`config.mk`:
```
export PLATFORM = sky130hd
export DESIGN_NAME = segment_reorder_receiver_core
export DESIGN_NICKNAME = d
export VERILOG_FILES = /design/src/rtl/srr_pkg.sv /design/src/rtl/segment_reorder_receiver_core.sv /design/src/rtl/srr_alu.sv /design/src/rtl/srr_slot_buf.sv
export VERILOG_INCLUDE_DIRS = /design/src /design/src/rtl
export SDC_FILE = /design/constraint.sdc
export NUM_CORES = 1
export LEC_CHECK = 0
export ABC_AREA = 1
export ABC_CLOCK_PERIOD_IN_PS = 7300
export BUFFER_PORTS_ARGS = -buffer_cell sky130_fd_sc_hd__clkbuf_2
export CAP_MARGIN = 20
export CELL_PAD_IN_SITES_DETAIL_PLACEMENT = 0
export CELL_PAD_IN_SITES_GLOBAL_PLACEMENT = 1
export CORE_ASPECT_RATIO = 1.25
export CORE_UTILIZATION = 35
export CTS_BUF_LIST = sky130_fd_sc_hd__clkbuf_8
export DETAILED_ROUTE_END_ITERATION = 10
export GPL_TIMING_DRIVEN = 1
export PLACE_DENSITY = 0.57
export SETUP_SLACK_MARGIN = 0.3
export SYNTH_ARGS = -nofsm -noshare
export SYNTH_HDL_FRONTEND = slang
export SYNTH_SLANG_ARGS = --single-unit
```
`constraint.sdc`:
```
create_clock -name clk_i -period 7.3 [get_ports clk_i]
set_clock_uncertainty 0.05 [all_clocks]
set_input_delay 0 -clock clk_i [delete_from_list [all_inputs] [get_ports clk_i]]
set_output_delay 0 -clock clk_i [all_outputs]
set_load 0.005 [all_outputs]
```
`src/rtl/segment_reorder_receiver_core_defines.svh`:
```
// assertion macros for the segment reorder receiver
// used by modules that carry concurrent checks; expects clk_i and rst_ni in scope
`ifndef SEGMENT_REORDER_RECEIVER_CORE_DEFINES_SVH
`define SEGMENT_REORDER_RECEIVER_CORE_DEFINES_SVH

// property checked at every clock edge outside reset
`define SRR_ASSERT(label, prop, msg) \
  label: assert property (@(posedge clk_i) disable iff (!rst_ni) (prop)) else $error(msg);

// antecedent in one cycle implies consequent in the next
`define SRR_ASSERT_NXT(label, ante, cons, msg) \
  label: assert property (@(posedge clk_i) disable iff (!rst_ni) (ante) |=> (cons)) \
    else $error(msg);

`endif

```
`src/rtl/srr_pkg.sv`:
```
// shared types and constants for the segment reorder receiver
// no dependencies
package srr_pkg;

  localparam int WindowSlotsDefault = 16;

  // result kinds
  localparam logic [1:0] KIND_ACK   = 2'd0;
  localparam logic [1:0] KIND_DLV   = 2'd1;
  localparam logic [1:0] KIND_FIN   = 2'd2;
  localparam logic [1:0] KIND_CLOSE = 2'd3;

  // connection modes
  localparam logic [1:0] MODE_ESTABLISHED = 2'd0;
  localparam logic [1:0] MODE_CLOSE_WAIT  = 2'd1;
  localparam logic [1:0] MODE_LAST_ACK    = 2'd2;
  localparam logic [1:0] MODE_CLOSED      = 2'd3;

  // request to the shared adder: sum = a +/- b, eq = (sum == c)
  typedef struct packed {
    logic [31:0] a;
    logic [31:0] b;
    logic [31:0] c;
    logic        sub;
  } alu_req_t;

endpackage

```
`src/rtl/segment_reorder_receiver_core.sv`:
```
// an item goes through DIFF, STORE, FCHK, then ACK loads the first result (the ack),
// DLV loads each delivery and FIN the fin if one is sent; a dropped segment ends
// after DIFF, a close goes DIFF then CLOSE; all steps share one adder; output stalls
// hold ACK, DLV, FIN, CLOSE; one delivery per cycle while draining the in-order run
// reset: sequencer idle, window empty, expected sequence 0, established; the handle
// memory is left uninitialized and is only read behind a set valid bit
`include "segment_reorder_receiver_core_defines.svh"
module segment_reorder_receiver_core import srr_pkg::*; #(
  parameter int WINDOW_SLOTS = WindowSlotsDefault
) (
  input  logic          clk_i,
  input  logic          rst_ni,
  input  logic          s_axis_tvalid_i,
  output logic          s_axis_tready_o,
  // seq_num[31:0], src_port[47:32], dst_port[63:48], payload_handle[79:64]
  input  logic [79:0]   s_axis_tdata_i,
  // fin_flag[0], ack_flag[1], checksum_ok[2]
  input  logic [2:0]    s_axis_tuser_i,
  output logic          m_axis_tvalid_o,
  input  logic          m_axis_tready_i,
  // ack_num[31:0], out_src_port[47:32], out_dst_port[63:48],
  // delivered_handle[79:64], delivered_seq[111:80]
  output logic [111:0]  m_axis_tdata_o,
  // kind[1:0]
  output logic [1:0]    m_axis_tuser_o,
  output logic          m_axis_tlast_o
);

  localparam int IdxW = $clog2(WINDOW_SLOTS);
  localparam int CntW = $clog2(WINDOW_SLOTS + 1);
  localparam logic [IdxW:0]   WinExt  = (IdxW + 1)'(WINDOW_SLOTS);
  localparam logic [IdxW-1:0] LastIdx = IdxW'(WINDOW_SLOTS - 1);
  localparam logic [CntW-1:0] FullCnt = CntW'(WINDOW_SLOTS);
  localparam logic [31:0]     Win32   = 32'(WINDOW_SLOTS);

  localparam logic [2:0] ST_IDLE  = 3'd0;
  localparam logic [2:0] ST_DIFF  = 3'd1;
  localparam logic [2:0] ST_STORE = 3'd2;
  localparam logic [2:0] ST_FCHK  = 3'd3;
  localparam logic [2:0] ST_ACK   = 3'd4;
  localparam logic [2:0] ST_DLV   = 3'd5;
  localparam logic [2:0] ST_FIN   = 3'd6;
  localparam logic [2:0] ST_CLOSE = 3'd7;

  logic [2:0]      state_q, state_d;
  logic [31:0]     seq_q;
  logic            fin_q, ack_q, ok_q;
  logic [15:0]     sport_q, dport_q, handle_q;
  logic [31:0]     expect_q, expect_d;
  logic [CntW-1:0] fill_q, fill_d;
  logic [IdxW-1:0] head_q, head_d;
  logic [1:0]      mode_q, mode_d;
  logic [31:0]     fin_seq_q, fin_seq_d;
  logic [IdxW-1:0] dist_q, dist_d;
  logic            win_q, win_d;
  logic [31:0]     ackn_q, ackn_d;
  logic            eq_q, eq_d;

  logic            out_valid_q;
  logic [1:0]      out_kind_q;
  logic [31:0]     out_ackn_q;
  logic [15:0]     out_src_q, out_dst_q, out_handle_q;
  logic [31:0]     out_dseq_q;
  logic            out_last_q;

  logic            load;
  logic [1:0]      ld_kind;
  logic [31:0]     ld_ackn;
  logic [15:0]     ld_src, ld_dst, ld_handle;
  logic [31:0]     ld_dseq;
  logic            ld_last;

  alu_req_t        alu_req;
  logic [31:0]     alu_sum;
  logic            alu_eq;

  logic                    wr_en, clr_en;
  logic [IdxW-1:0]         slot_idx, head_next;
  logic [IdxW:0]           slot_sum;
  logic [15:0]             rd_handle;
  logic [WINDOW_SLOTS-1:0] slot_valid;
  logic                    out_free, accept;
  logic                    more, fcond, nvalid, fcond_dlv;

  srr_alu u_alu (
    .req_i (alu_req),
    .sum_o (alu_sum),
    .eq_o  (alu_eq)
  );

  srr_slot_buf #(
    .WINDOW_SLOTS (WINDOW_SLOTS)
  ) u_slot_buf (
    .clk_i       (clk_i),
    .rst_ni      (rst_ni),
    .wr_en_i     (wr_en),
    .wr_idx_i    (slot_idx),
    .wr_handle_i (handle_q),
    .clr_en_i    (clr_en),
    .clr_idx_i   (head_q),
    .rd_idx_i    (head_d),
    .rd_handle_o (rd_handle),
    .valid_o     (slot_valid)
  );

  assign s_axis_tready_o = (state_q == ST_IDLE);
  assign accept          = s_axis_tvalid_i && s_axis_tready_o;
  assign out_free        = !out_valid_q || m_axis_tready_i;

  // slot of the segment: position in the window relative to the head
  assign slot_sum  = {1'b0, head_q} + {1'b0, dist_q};
  assign slot_idx  = (slot_sum >= WinExt) ? IdxW'(slot_sum - WinExt) : slot_sum[IdxW-1:0];
  assign head_next = (head_q == LastIdx) ? '0 : head_q + IdxW'(1);

  assign more      = !fin_q && slot_valid[head_q];
  assign fcond     = (mode_q == MODE_CLOSE_WAIT) && (fill_q == '0) && eq_q;
  assign nvalid    = slot_valid[head_next];
  assign fcond_dlv = (mode_q == MODE_CLOSE_WAIT) && (fill_q == CntW'(1)) && alu_eq;

  always_comb begin
    alu_req = '{a: expect_q, b: 32'd0, c: fin_seq_q, sub: 1'b0};
    unique case (state_q)
      ST_DIFF:  alu_req = '{a: seq_q, b: expect_q, c: fin_seq_q, sub: 1'b1};
      ST_STORE: alu_req = '{a: seq_q, b: 32'd1, c: fin_seq_q, sub: 1'b0};
      ST_DLV:   alu_req = '{a: expect_q, b: 32'd1, c: fin_seq_q, sub: 1'b0};
      ST_FIN:   alu_req = '{a: fin_seq_q, b: 32'd1, c: fin_seq_q, sub: 1'b0};
      default:  alu_req = '{a: expect_q, b: 32'd0, c: fin_seq_q, sub: 1'b0};
    endcase
  end

  always_comb begin
    state_d   = state_q;
    expect_d  = expect_q;
    fill_d    = fill_q;
    head_d    = head_q;
    mode_d    = mode_q;
    fin_seq_d = fin_seq_q;
    dist_d    = dist_q;
    win_d     = win_q;
    ackn_d    = ackn_q;
    eq_d      = eq_q;
    wr_en     = 1'b0;
    clr_en    = 1'b0;
    load      = 1'b0;
    ld_kind   = KIND_ACK;
    ld_ackn   = 32'd0;
    ld_src    = dport_q;
    ld_dst    = sport_q;
    ld_handle = 16'd0;
    ld_dseq   = 32'd0;
    ld_last   = 1'b1;
    unique case (state_q)
      ST_IDLE: begin
        if (accept) begin
          state_d = ST_DIFF;
        end
      end
      ST_DIFF: begin
        dist_d = alu_sum[IdxW-1:0];
        win_d  = (alu_sum < Win32);
        priority if (!ok_q || mode_q == MODE_CLOSED) begin
          state_d = ST_IDLE;
        end else if (ack_q && mode_q == MODE_LAST_ACK) begin
          state_d = ST_CLOSE;
        end else begin
          state_d = ST_STORE;
        end
      end
      ST_STORE: begin
        ackn_d = alu_sum;
        if (fin_q) begin
          if (mode_q == MODE_ESTABLISHED) begin
            mode_d    = MODE_CLOSE_WAIT;
            fin_seq_d = seq_q;
          end
        end else if (win_q && !slot_valid[slot_idx] && fill_q < FullCnt) begin
          wr_en  = 1'b1;
          fill_d = fill_q + CntW'(1);
        end
        state_d = ST_FCHK;
      end
      ST_FCHK: begin
        eq_d    = alu_eq;
        state_d = ST_ACK;
      end
      ST_ACK: begin
        if (out_free) begin
          load    = 1'b1;
          ld_kind = KIND_ACK;
          ld_ackn = ackn_q;
          ld_last = !more && !fcond;
          priority if (more) begin
            state_d = ST_DLV;
          end else if (fcond) begin
            state_d = ST_FIN;
          end else begin
            state_d = ST_IDLE;
          end
        end
      end
      ST_DLV: begin
        if (out_free) begin
          load      = 1'b1;
          ld_kind   = KIND_DLV;
          ld_src    = 16'd0;
          ld_dst    = 16'd0;
          ld_handle = rd_handle;
          ld_dseq   = expect_q;
          ld_last   = !nvalid && !fcond_dlv;
          clr_en    = 1'b1;
          fill_d    = fill_q - CntW'(1);
          head_d    = head_next;
          expect_d  = alu_sum;
          priority if (nvalid) begin
            state_d = ST_DLV;
          end else if (fcond_dlv) begin
            state_d = ST_FIN;
          end else begin
            state_d = ST_IDLE;
          end
        end
      end
      ST_FIN: begin
        if (out_free) begin
          load    = 1'b1;
          ld_kind = KIND_FIN;
          ld_ackn = alu_sum;
          mode_d  = MODE_LAST_ACK;
          state_d = ST_IDLE;
        end
      end
      ST_CLOSE: begin
        if (out_free) begin
          load    = 1'b1;
          ld_kind = KIND_CLOSE;
          mode_d  = MODE_CLOSED;
          state_d = ST_IDLE;
        end
      end
      default: begin
        state_d = ST_IDLE;
      end
    endcase
  end

  always_ff @(posedge clk_i or negedge rst_ni) begin
    if (!rst_ni) begin
      state_q     <= ST_IDLE;
      expect_q    <= '0;
      fill_q      <= '0;
      head_q      <= '0;
      mode_q      <= MODE_ESTABLISHED;
      fin_seq_q   <= '0;
      out_valid_q <= 1'b0;
    end else begin
      state_q   <= state_d;
      expect_q  <= expect_d;
      fill_q    <= fill_d;
      head_q    <= head_d;
      mode_q    <= mode_d;
      fin_seq_q <= fin_seq_d;
      if (load) begin
        out_valid_q <= 1'b1;
      end else if (m_axis_tready_i) begin
        out_valid_q <= 1'b0;
      end
    end
  end

  // segment fields and per-item scratch
  always_ff @(posedge clk_i) begin
    if (accept) begin
      seq_q    <= s_axis_tdata_i[31:0];
      sport_q  <= s_axis_tdata_i[47:32];
      dport_q  <= s_axis_tdata_i[63:48];
      handle_q <= s_axis_tdata_i[79:64];
      fin_q    <= s_axis_tuser_i[0];
      ack_q    <= s_axis_tuser_i[1];
      ok_q     <= s_axis_tuser_i[2];
    end
    dist_q <= dist_d;
    win_q  <= win_d;
    ackn_q <= ackn_d;
    eq_q   <= eq_d;
  end

  always_ff @(posedge clk_i) begin
    if (load) begin
      out_kind_q   <= ld_kind;
      out_ackn_q   <= ld_ackn;
      out_src_q    <= ld_src;
      out_dst_q    <= ld_dst;
      out_handle_q <= ld_handle;
      out_dseq_q   <= ld_dseq;
      out_last_q   <= ld_last;
    end
  end

  assign m_axis_tvalid_o = out_valid_q;
  assign m_axis_tdata_o  = {out_dseq_q, out_handle_q, out_dst_q, out_src_q, out_ackn_q};
  assign m_axis_tuser_o  = out_kind_q;
  assign m_axis_tlast_o  = out_last_q;

  // fill count tracks the number of occupied slots
  `SRR_ASSERT(a_fill_matches, 32'(fill_q) == $countones(slot_valid), "fill count mismatch")
  // the in-order run is always fully drained before the next segment
  `SRR_ASSERT(a_head_drained, (state_q != ST_IDLE) || !slot_valid[head_q], "head slot left full")
  // a closed connection never reopens
  `SRR_ASSERT_NXT(a_closed_sticky, mode_q == MODE_CLOSED, mode_q == MODE_CLOSED, "left closed")
  // fin and close results always end their item
  `SRR_ASSERT(a_fin_last,
    !out_valid_q || out_kind_q == KIND_ACK || out_kind_q == KIND_DLV || out_last_q,
    "fin or close result without last")

endmodule

```
`src/rtl/srr_alu.sv`:
```
// shared 32-bit add/subtract unit with equality compare on the sum
// depends on srr_pkg
module srr_alu import srr_pkg::*; (
  input  alu_req_t    req_i,
  output logic [31:0] sum_o,
  output logic        eq_o
);

  logic [31:0] b_eff;

  assign b_eff = req_i.sub ? ~req_i.b : req_i.b;
  assign sum_o = req_i.a + b_eff + {31'b0, req_i.sub};
  assign eq_o  = (sum_o == req_i.c);

endmodule

```
`src/rtl/srr_slot_buf.sv`:
```
// reorder window storage: per-slot valid flops and a handle memory
// registered read port; depends on srr_pkg
module srr_slot_buf import srr_pkg::*; #(
  parameter int WINDOW_SLOTS = WindowSlotsDefault,
  localparam int IdxW = $clog2(WINDOW_SLOTS)
) (
  input  logic                    clk_i,
  input  logic                    rst_ni,
  input  logic                    wr_en_i,
  input  logic [IdxW-1:0]         wr_idx_i,
  input  logic [15:0]             wr_handle_i,
  input  logic                    clr_en_i,
  input  logic [IdxW-1:0]         clr_idx_i,
  input  logic [IdxW-1:0]         rd_idx_i,
  output logic [15:0]             rd_handle_o,
  output logic [WINDOW_SLOTS-1:0] valid_o
);

  logic [15:0]             mem [WINDOW_SLOTS];
  logic [WINDOW_SLOTS-1:0] valid_q;
  logic [15:0]             rd_handle_q;

  always_ff @(posedge clk_i or negedge rst_ni) begin
    if (!rst_ni) begin
      valid_q <= '0;
    end else begin
      if (wr_en_i) begin
        valid_q[wr_idx_i] <= 1'b1;
      end
      if (clr_en_i) begin
        valid_q[clr_idx_i] <= 1'b0;
      end
    end
  end

  always_ff @(posedge clk_i) begin
    if (wr_en_i) begin
      mem[wr_idx_i] <= wr_handle_i;
    end
  end

  always_ff @(posedge clk_i) begin
    rd_handle_q <= mem[rd_idx_i];
  end

  assign rd_handle_o = rd_handle_q;
  assign valid_o     = valid_q;

endmodule

```
== Word level (Yosys, flattened, before mapping) ==
Memories as Yosys holds them, arrays and structs flattened. A register that Yosys moved wholly into a read port is not among the register bits.
Index checks and enable logic that the tools add are counted.

* RAM bits: 256
* Logic and storage cells: 167
* Memories kept: 1
* Output and inout bits: 117
* Input bits: 87
* Flip-flop bits (word level): 331

{| class="wikitable"
|+ Memories
! memory !! words !! width !! rd ports !! clocked after Yosys merged registers in !! write ports !! line !! RTL
|-
| u_slot_buf.mem || 16 || 16 || 1 || 1 || 1 || srr_slot_buf.sv:19 || <nowiki>logic [15:0] mem [WINDOW_SLOTS];</nowiki>
|}

* $add $sub $neg: 7
* Bitwise gates (word level): 4
* Muxes and demuxes: 62
* Equality and inequality tests: 23
* $lt $le $gt $ge: 8
* Reductions and logical operators: 36

{| class="wikitable"
|+ Operators by type and width
! cell !! count
|-
| case mux 97 bit (4 select lines) || 1
|-
| two-way mux 16 bit || 6
|-
| two-way mux 32 bit || 3
|-
| case mux 32 bit (2 select lines) || 1
|-
| adder 32 x 1 -> 32 bit || 1
|-
| adder 32 bit || 1
|-
| equality test 32 bit || 1
|-
| < comparator 32 x 5 -> 1 bit (second input constant) || 1
|-
| inverter 32 bit || 1
|-
| two-way mux 3 bit || 10
|-
| case mux 3 bit (7 select lines) || 1
|-
| two-way mux 1 bit || 18
|-
| bitwise AND 16 bit || 1
|-
| two-way mux 4 bit || 4
|-
| != test 2 bit (second input constant) || 8
|-
| inverter 16 bit || 1
|-
| OR 16 bit || 1
|-
| < comparator 4 x 5 -> 1 bit (second input constant) || 3
|-
| two-way mux 5 bit || 3
|-
| logical AND 1 bit || 13
|-
| binary-select mux 1 bit (select 4 bit) || 3
|-
| equality test 3 bit (second input constant) || 4
|-
| two-way mux 2 bit || 6
|-
| case mux 2 bit (3 select lines) || 2
|-
| other kinds (31) || 46
|}

== Logic depth before layout (Yosys ltp) ==
Gate-level depths: netlist of the first run.

* Depth after elaboration: 14
* Mapped depth: 31

== Modules after synthesis ==
Synthesis of the first run repeated with hierarchy kept, for this count alone.

* Cells, all modules: 2979
* Area, all modules: 28524.9 µm²

{| class="wikitable"
|+ Modules (own cells, without submodules)
! module !! seq. area each (µm²) !! times used !! area an instance (µm²) !! cells an instance
|-
| segment_reorder_receiver_core || 9063.7 || 1 || 12857.3 || 1098
|-
| srr_slot_buf || 8408.1 || 1 || 12104.1 || 1150
|-
| srr_alu || 0.0 || 1 || 3563.4 || 731
|}

== Least setup slack after synthesis of the first run ==
Ideal clock, no wire load.

* Kind: flip-flop to flip-flop
* Start point: register state_q[0]
* End point: register ack_q, enable pin
* Path slack: 2.177 ns
* Arrival time: 4.549 ns
* Cell stages (with the launch flop): 7
* Data required time: 6.725 ns
* Cells stage by stage: dfrtp_1 > buf_6 > nor2_4 > inv_1 > nor2_1 > inv_1 > nor2_1

* Cells in the longest elaborated chain, start to end: 2

{| class="wikitable"
|+ Ends and longest elaborated chain
! what !! line !! RTL
|-
| from (decl) || segment_reorder_receiver_core.sv:45 || <nowiki>logic [2:0] state_q, state_d;</nowiki>
|-
| from (signal assigned) || segment_reorder_receiver_core.sv:256 || <nowiki>state_q <= state_d;</nowiki>
|-
| logical NOT 3 bit || segment_reorder_receiver_core.sv:106 || <nowiki>assign s_axis_tready_o = (state_q == ST_IDLE);</nowiki>
|-
| via s_axis_tready_o || segment_reorder_receiver_core.sv:14 || <nowiki>output logic s_axis_tready_o,</nowiki>
|-
| logical AND 1 bit || segment_reorder_receiver_core.sv:107 || <nowiki>assign accept = s_axis_tvalid_i && s_axis_tready_o;</nowiki>
|-
| via accept || segment_reorder_receiver_core.sv:82 || <nowiki>logic out_free, accept;</nowiki>
|-
| to (signal assigned) || segment_reorder_receiver_core.sv:278 || <nowiki>ack_q <= s_axis_tuser_i[1];</nowiki>
|-
| to (decl) || segment_reorder_receiver_core.sv:47 || <nowiki>logic fin_q, ack_q, ok_q;</nowiki>
|}

The timed path passes the listed nets, and every way through them passes these cells.
A chain may end at the register's enable or synchronous reset.

== Worst setup path in the final report of the first run ==
* Start point: register state_q[0]
* End point: register out_last_q, in the netlist m_axis_tlast_o (data pin)

* Cells in the longest elaborated chain, start to end: 12

{| class="wikitable"
|+ Ends and longest elaborated chain
! what !! line !! RTL
|-
| equality test 3 bit (tied with other cells) || segment_reorder_receiver_core.sv:122 || <nowiki>unique case (state_q)</nowiki>
|-
| case mux 97 bit (4 select lines) * || segment_reorder_receiver_core.sv:122 ||
|-
| inverter 32 bit || srr_alu.sv:11 || <nowiki>assign b_eff = req_i.sub ? ~req_i.b : req_i.b;</nowiki>
|-
| two-way mux 32 bit || srr_alu.sv:11 ||
|-
| adder 32 bit || srr_alu.sv:12 || <nowiki>assign sum_o = req_i.a + b_eff + {31'b0, req_i.sub};</nowiki>
|-
| adder 32 x 1 -> 32 bit * || srr_alu.sv:12 ||
|-
| via alu_sum[22] || segment_reorder_receiver_core.sv:74 || <nowiki>logic [31:0] alu_sum;</nowiki>
|-
| equality test 32 bit * || srr_alu.sv:13 || <nowiki>assign eq_o = (sum_o == req_i.c);</nowiki>
|-
| logical AND 1 bit * || segment_reorder_receiver_core.sv:118 || <nowiki>assign fcond_dlv = (mode_q == MODE_CLOSE_WAIT) && (fill_q == CntW'(1)) && alu_eq;</nowiki>
|-
| logical NOT 1 bit * || segment_reorder_receiver_core.sv:209 || <nowiki>ld_last = !nvalid && !fcond_dlv;</nowiki>
|-
| logical AND 1 bit * || segment_reorder_receiver_core.sv:209 ||
|-
| two-way mux 1 bit * || segment_reorder_receiver_core.sv:202 || <nowiki>if (out_free) begin</nowiki>
|-
| case mux 1 bit (2 select lines) * || segment_reorder_receiver_core.sv:152 || <nowiki>unique case (state_q)</nowiki>
|-
| via ld_last || segment_reorder_receiver_core.sv:71 || <nowiki>logic ld_last;</nowiki>
|-
| to (signal assigned) || segment_reorder_receiver_core.sv:295 || <nowiki>out_last_q <= ld_last;</nowiki>
|-
| to (decl) || segment_reorder_receiver_core.sv:64 || <nowiki>logic out_last_q;</nowiki>
|}

The timed path passes the listed nets; every way through them passes the cells marked *.

==> results.sh, run 1 <==
export IMPL_syn_inst=2422
export IMPL_worstPathRequired_ns=7.72
export IMPL_grt_util_all_layers=0.2153
export IMPL_p_leak_nw=12.94
export IMPL_drv_cap=0
export IMPL_grt_setup_unrepaired="false"
export IMPL_status="complete, no violations"
export IMPL_p_per_area_mw_per_mm2=463.9
export IMPL_postCtsHoldBufs=170
export IMPL_yosys_most_used_dff="edfxtp_1"
export IMPL_hold_class="in2reg"
export IMPL_dp_hpwl_mm=53.10
export IMPL_drt_wirelength_per_cell_um=20.97
export IMPL_route_final_wire_length_mm=81.60
export IMPL_num_rows=112
export IMPL_setup_tns_ns=0
export IMPL_first_pass_iters=6
export IMPL_viasPerCell=5.028
export IMPL_ys_ff_latch=603
export IMPL_total_power_w=0.01505
export IMPL_post_cts_buffers=0
export IMPL_grt_antenna_before_repair=2
export IMPL_core_area_mm2=0.07469
export IMPL_layout_drive_gt1_share=0.1503
export IMPL_setup_viol=0
export IMPL_hold_viol=0
export IMPL_synth_yosys_seq_area_share=0.6607
export IMPL_die_area_mm2=0.07667
export IMPL_cts_tree="built"
export IMPL_min_period_ns=5.785
export IMPL_start_kind="flip-flop"
export IMPL_ant_nets=0
export IMPL_syn_cell_area_mm2=0.02645
export IMPL_synth_distinct_cells=61
export IMPL_insertion_delay_ns=0.74
export IMPL_synth_edf_count=492
export IMPL_gp_congestion=0.9094
export IMPL_numCtsBuffers=100
export IMPL_clock_sinks=603
export IMPL_clk_pin_slew_worst_paths_ns=0.07
export IMPL_slew_violations=0
export IMPL_critPathKind="reg2reg"
export IMPL_drtIter0Drc=1222
export IMPL_async_flop_share=0.1575
export IMPL_cts_resized=0
export IMPL_die_h_um=309.3
export IMPL_yosys_warnings=0
export IMPL_finalCritPeriodShare=0.7925
export IMPL_root_buffer="clkbuf_8"
export IMPL_drc=0
export IMPL_start_util=0.3541
export IMPL_clock_path_buffers=3
export IMPL_cp_arrival_ns=6.20
export IMPL_htree_levels=3
export IMPL_max_freq_ghz=0.1728
export IMPL_top_level_ports=204
export IMPL_grt_max_degree=74
export IMPL_io_buffers=203
export IMPL_maxSlewHeadroom=0.3037
export IMPL_final_nets=2964
export IMPL_grt_pass1_vias=20180
export IMPL_end_kind="flip-flop"
export IMPL_cp_max_fo=20
export IMPL_vias=19570
export IMPL_area_delta_synth_final_pct=22.71
export IMPL_synthesis_nets=2552
export IMPL_avgSynthCellArea_um2=10.92
export IMPL_vdd_ir_drop_max_v=0.0001942
export IMPL_grt_pass1_wl_mm=122.1
export IMPL_grt_overflow_total=0
export IMPL_tightestPinTransition_ns=1.042
export IMPL_die_width_um=247.9
[state kept, by name (all words and copies together), names as in the netlist, 16 cells and up]
register	cells
u_slot_buf.mem	256
ackn_q	32
expect_q	32
fin_seq_q	32
out_ackn_q	32
out_dseq_q	32
seq_q	32
dport_q	16
handle_q	16
out_dst_q	16
out_handle_q	16
out_src_q	16
sport_q	16
u_slot_buf.rd_handle_o	16
u_slot_buf.valid_o	16
[layout by cell type, fill, tap and decap left out, types with 4 or more instances in the layout]
master / n
edfxtp_1: 492
nor2_1: 414
nand2_1: 332
inv_1: 282
clkbuf_2: 202
o21ai_0: 195
dlygate4sd3_1: 169
clkbuf_8: 112
nand3_1: 102
dfrtp_1: 95
a21oi_1: 63
ha_1: 41
nor3_1: 36
o311ai_0: 35
buf_4: 31
o221ai_1: 30
o21bai_1: 23
a22oi_1: 16
a32o_1: 16
dfxtp_1: 16
xor2_1: 14
clkinv_1: 13
clkinv_2: 13
o31ai_1: 13
o32ai_1: 13
nor2_4: 12
nand2_2: 12
nand4_1: 12
nor2_2: 11
inv_2: 7
nor4_1: 7
nand3b_1: 6
nand2_4: 5
o21a_1: 4
xnor2_1: 4
a2bb2oi_1: 4
clkinvlp_4: 4
bufinv_16: 4
[final timing paths]
| check | from | to | slack (ns) | cells past startpoint |
|---|---|---|---|---|
| worst max-delay path | state_q[0]$_DFFE_PN0P_ | m_axis_tlast_o$_DFFE_PP_ | 1.51 | 26 |
| worst min-delay path | m_axis_tready_i | expect_q[27]$_DFFE_PN0P_ | 0.19 | 4 |
| worst max register to register | state_q[0]$_DFFE_PN0P_ | m_axis_tlast_o$_DFFE_PP_ | 1.51 | 26 |
| worst min register to register | seq_q[14]$_DFFE_PP_ | fin_seq_q[14]$_DFFE_PN0P_ | 0.44 | 2 |
| max in group asynchronous | rst_ni | u_slot_buf.valid_o[0]$_DFF_PN0_ | 6.17 | 4 |
| min in group asynchronous | rst_ni | fin_seq_q[21]$_DFFE_PN0P_ | 0.28 | 4 |
[metal layers]
| layer | vias to the layer above | part of all wire | track usage |
|---|---|---|---|
| li1 | 9297 | - | - |
| met1 | 9617 | 0.40 | 0.2484 |
| met2 | 493 | 0.52 | 0.3884 |
| met3 | 163 | 0.041 | 0.03434 |
| met4 | 0 | 0.041 | 0.09716 |
| met5 | - | 0 | 0 |
[final cells by class]
type	count	area [um^2]
multi-input cells	1471	7771
clock buffers	112	1541
diodes	3	7.507
well taps	969	1212
fillers	7219	42240
repair buffers	406	3030
clock inverters	76	469.2
flip-flops and latches	603	17470
inverters	252	948.4
[per-stage QoR]
step / hold WS, ns / area [um^2] / setup slack (ns) / cells / util
floorplan: -0.3456 / 26450 / 2.177 / 2422 / -
global route: 0.1611 / 32450 / 1.146 / 3892 / 0.4345
CTS: 0.1029 / 32420 / 1.538 / 3888 / 0.4340
detailed placement: 0.03924 / 28690 / 1.566 / 3530 / 0.3841
global placement: 0.03524 / 28670 / 1.683 / 3529 / 0.3838
finish: 0.1902 / 32450 / 1.515 / 3892 / 0.4345
[synthesized netlist by cell type, types with 4 or more instances]
cell type	number	share of area
dfrtp_1	95	0.090
buf_1	19	0.0027
nor4_1	7	0.0017
nor2_1	432	0.061
o311ai_0	35	0.012
nor2_2	4	0.00095
dfxtp_1	16	0.012
a2bb2oi_1	4	0.0013
o221ai_1	30	0.0099
nand2_1	333	0.047
o21a_1	4	0.0011
o21ai_0	196	0.037
inv_1	241	0.034
inv_2	8	0.0011
o31ai_1	13	0.0037
buf_2	13	0.0025
nand4_1	12	0.0028
a32o_1	16	0.0061
a22oi_1	16	0.0045
ha_1	41	0.019
o32ai_1	13	0.0043
o21bai_1	23	0.0065
xnor2_1	4	0.0013
a21oi_1	63	0.012
nand2_2	12	0.0028
edfxtp_1	492	0.56
nand3b_1	6	0.0017
xor2_1	14	0.0046
nor3_1	37	0.0070
nand3_1	102	0.019
clkbuf_1	63	0.0089
nand2_4	4	0.0017
o21ai_1	4	0.00076
[report_power, final]
part / internal [W] / leakage, nW / total (W) / switching (W)
registers: 0.00458 / 5.82 / 0.00499 / 0.000416
clock network: 0.00156 / 1.18 / 0.00297 / 0.00141
logic: 0.00207 / 5.94 / 0.00709 / 0.00502
total: 0.00821 / 12.9 / 0.0151 / 0.00684
[cells by family after synthesis]
| family | Yosys count | synth area share |
|---|---|---|
| simple gates | 967 | 0.1542 |
| flops | 603 | 0.6607 |
| compound gates | 441 | 0.1061 |
| buf+inv | 348 | 0.05029 |
| fa+ha+maj | 43 | 0.02091 |
| xor+xnor | 20 | 0.007854 |
[critical path, cell delays in order, from the launching register on]
cell	delay, ns
dfrtp_1	0.60
inv_1	0.15
nand3_1	0.13
nand2_1	0.62
buf_4	0.46
a22oi_1	0.16
o21ai_0	0.12
ha_1	0.38
nand2_1	0.09
inv_1	0.10
nand2_1	0.08
nor3_1	0.39
nand3_1	0.14
nand3_1	0.19
nor2_1	0.07
nor2_2	0.30
inv_1	0.13
nand2_1	0.08
nand2_1	0.05
clkinv_1	0.13
nand3_1	0.20
nor2_1	0.14
nand4_1	0.26
nor2_2	0.22
nand3_1	0.12
nand3_1	0.09
nand2_1	0.05
(Power assumes the default switching activity.)
==> inputs of run 2 (changes only) <==
--- a/config.mk
+++ b/config.mk
@@ -7,7 +7,7 @@
 export NUM_CORES = 1
 export LEC_CHECK = 0
 export ABC_AREA = 1
-export ABC_CLOCK_PERIOD_IN_PS = 7300
+export ABC_CLOCK_PERIOD_IN_PS = 5300
 export BUFFER_PORTS_ARGS = -buffer_cell sky130_fd_sc_hd__clkbuf_2
 export CAP_MARGIN = 20
 export CELL_PAD_IN_SITES_DETAIL_PLACEMENT = 0
@@ -17,7 +17,7 @@
 export CTS_BUF_LIST = sky130_fd_sc_hd__clkbuf_8
 export DETAILED_ROUTE_END_ITERATION = 10
 export GPL_TIMING_DRIVEN = 1
-export PLACE_DENSITY = 0.57
+export PLACE_DENSITY = 0.59
 export SETUP_SLACK_MARGIN = 0.3
 export SYNTH_ARGS = -nofsm -noshare
 export SYNTH_HDL_FRONTEND = slang
==> constraint.sdc (replaced) <==
create_clock -name clk_i -period 5.3 [get_ports clk_i]
set_clock_uncertainty 0.05 [all_clocks]
set_input_delay 0 -clock clk_i [delete_from_list [all_inputs] [get_ports clk_i]]
set_output_delay 0 -clock clk_i [all_outputs]
set_load 0.005 [all_outputs]
==> run 2 against run 1 <==
Utilization barely moved. Die area unchanged. Routed wire length increased by 1.8%. Sequential cell count is the same. Critical path depth decreased by 1. Sequential share of layout area hardly changed. Cell area about the same. Via count shrank 0.18%. Total power increased by 38%. Worst setup slack lost 0.86 ns. Fmax is 25% higher. Largest cell class unchanged.
==> results.sh, run 2 (synthesized netlist as in run 1, its figures left out) <==
export IMPL_die_width_um=247.9
export IMPL_cp_arrival_ns=5.05
export IMPL_setup_tns_ns=0
export IMPL_vias=19535
export IMPL_clock_sinks=603
export IMPL_drc=0
export IMPL_die_area_mm2=0.07667
export IMPL_min_period_ns=4.643
export IMPL_maxSlewHeadroom=0.3374
export IMPL_grt_overflow_total=0
export IMPL_status="complete, no violations"
export IMPL_vdd_ir_drop_max_v=0.0003215
export IMPL_max_freq_ghz=0.2154
export IMPL_hold_viol=0
export IMPL_grt_max_degree=77
export IMPL_io_buffers=203
export IMPL_cp_max_fo=23
export IMPL_hold_class="in2reg"
export IMPL_area_delta_synth_final_pct=22.69
export IMPL_p_leak_nw=12.93
export IMPL_grt_setup_unrepaired="false"
export IMPL_hold_ws_ns=0.1100
export IMPL_grt_pass1_wl_mm=123.8
export IMPL_slew_violations=0
export IMPL_start_kind="flip-flop"
export IMPL_critPathKind="reg2reg"
export IMPL_largest_reg_flops=256
export IMPL_first_pass_iters=7
export IMPL_clock_path_buffers=3
export IMPL_cts_tree="built"
export IMPL_fillers=7179
export IMPL_regMostFlops="u_slot_buf.mem"
export IMPL_num_rows=112
export IMPL_die_h_um=309.3
export IMPL_gp_congestion=0.8875
export IMPL_numCtsBuffers=99
export IMPL_layout_common_cells="edfxtp_1 (492), nor2_1 (414), nand2_1 (329)"
export IMPL_drt_wirelength_per_cell_um=21.29
export IMPL_start_util=0.3541
export IMPL_tightestPinTransition_ns=0.9929
export IMPL_max_stage_delay_ns=0.47
export IMPL_drtIter0Drc=1158
export IMPL_final_common_cell="edfxtp_1"
export IMPL_grt_pass1_vias=20117
export IMPL_dp_hpwl_mm=54.88
export IMPL_grt_util_all_layers=0.2179
export IMPL_reg2regPathDepth=25
export IMPL_worstPathRequired_ns=5.70
export IMPL_p_per_area_mw_per_mm2=640.9
export IMPL_setup_ws_ns=0.6574
export IMPL_worst_path_max_delay_cell="dfrtp_1"
export IMPL_htree_levels=3
export IMPL_end_kind="flip-flop"
export IMPL_drv_cap=0
export IMPL_core_area_mm2=0.07469
export IMPL_pre_cts_ws_ns=0.1809
export IMPL_grt_antenna_before_repair=3
export IMPL_clk_pin_slew_worst_paths_ns=0.06
export IMPL_root_buffer="clkbuf_8"
export IMPL_insertion_delay_ns=0.73
export IMPL_reg2reg_setup_slack_ns=0.66
export IMPL_viasPerCell=5.006
export IMPL_route_final_wire_length_mm=83.06
export IMPL_final_nets=2975
export IMPL_ant_nets=0
export IMPL_top_level_ports=204
export IMPL_finalCritPeriodShare=0.8760
export IMPL_min_path_cells=5
export IMPL_finish_utilization=0.4344
export IMPL_setup_viol=0
export IMPL_layout_drive_gt1_share=0.1533
run 2: cell types whose count changed in the layout (fill, tap and decap cells not counted), moves of 4 or more:
cell | previous run | this run
clkinv_1 | 13 | 18
bufinv_16 | 4 | 0
buf_4 | 31 | 41
clkbuf_8 | 112 | 108
nor2_2 | 11 | 7
nor2_4 | 12 | 16
run 2: final timing paths:
kind | startpoint | end
setup / recovery | state_q[1]$_DFFE_PN0P_ | m_axis_tlast_o$_DFFE_PP_
hold / removal | m_axis_tready_i | mode_q[0]$_DFFE_PN0P_
setup reg to reg | state_q[1]$_DFFE_PN0P_ | m_axis_tlast_o$_DFFE_PP_
hold reg to reg | seq_q[7]$_DFFE_PP_ | fin_seq_q[7]$_DFFE_PN0P_
max in group asynchronous | rst_ni | state_q[2]$_DFFE_PN0P_
min in group asynchronous | rst_ni | fin_seq_q[20]$_DFFE_PN0P_
run 2: critical path: cells and delay by family, from the launching register on:
kind                       cells  cell delay, ns
DFF                            1            0.47
AOI/OAI and AO/OA              4            0.91
and+or+nand+nor               14            1.82
adders and majority gates      1            0.34
buffers and inverters          6            0.76
run 2: timing repair:
| action | in CTS | in global routing |
|---|---|---|
| buffers inserted | 0 | 2 |
| endpoints found under the setup margin | 2 | 4 |
| hold endpoints to repair | 152 | 0 |
| gates resized for setup | 2 | 18 |
| hold buffers | 170 | 0 |
| gates cloned | 0 | 0 |
run 2: layout make-up:
type                       count  area (um^2)  share of cell area
multi-input combinational   1471         7826              0.2412
antenna                        5        12.51           0.0003856
inverter                     252        959.7             0.02958
clock buffer                 108         1486             0.04581
clock inverter                76        340.3             0.01049
tap                          969         1212             0.03737
timing repair buffer         418         3133             0.09656
sequential                   603        17470              0.5386
run 2: where the power goes:
part           internal [W]  switching [W]  total, W
clock network       0.00188        0.00192   0.00380
registers           0.00631       0.000585   0.00689
logic               0.00300        0.00710    0.0101
total                0.0112        0.00961    0.0208
run 2: stage by stage:
stage	power (W)	instances	area (um^2)
2_1_floorplan	0.01318	2422	26450
3_3_place_gp	0.01690	3541	28800
3_5_place_dp	0.01695	3541	28800
4_1_cts	0.02092	3895	32350
5_1_grt	0.02226	3902	32440
6_report	0.02079	3902	32440
run 2: layer usage:
layer / part of all wire / vias up / global-route usage / wire [um]
met1: 0.41 / 9585 / 0.2611 / 34310
met2: 0.52 / 500 / 0.3905 / 43040
li1: - / 9318 / - / -
met4: 0.028 / 0 / 0.07918 / 2296
met3: 0.041 / 132 / 0.03486 / 3404
met5: 0 / - / 0 / 0
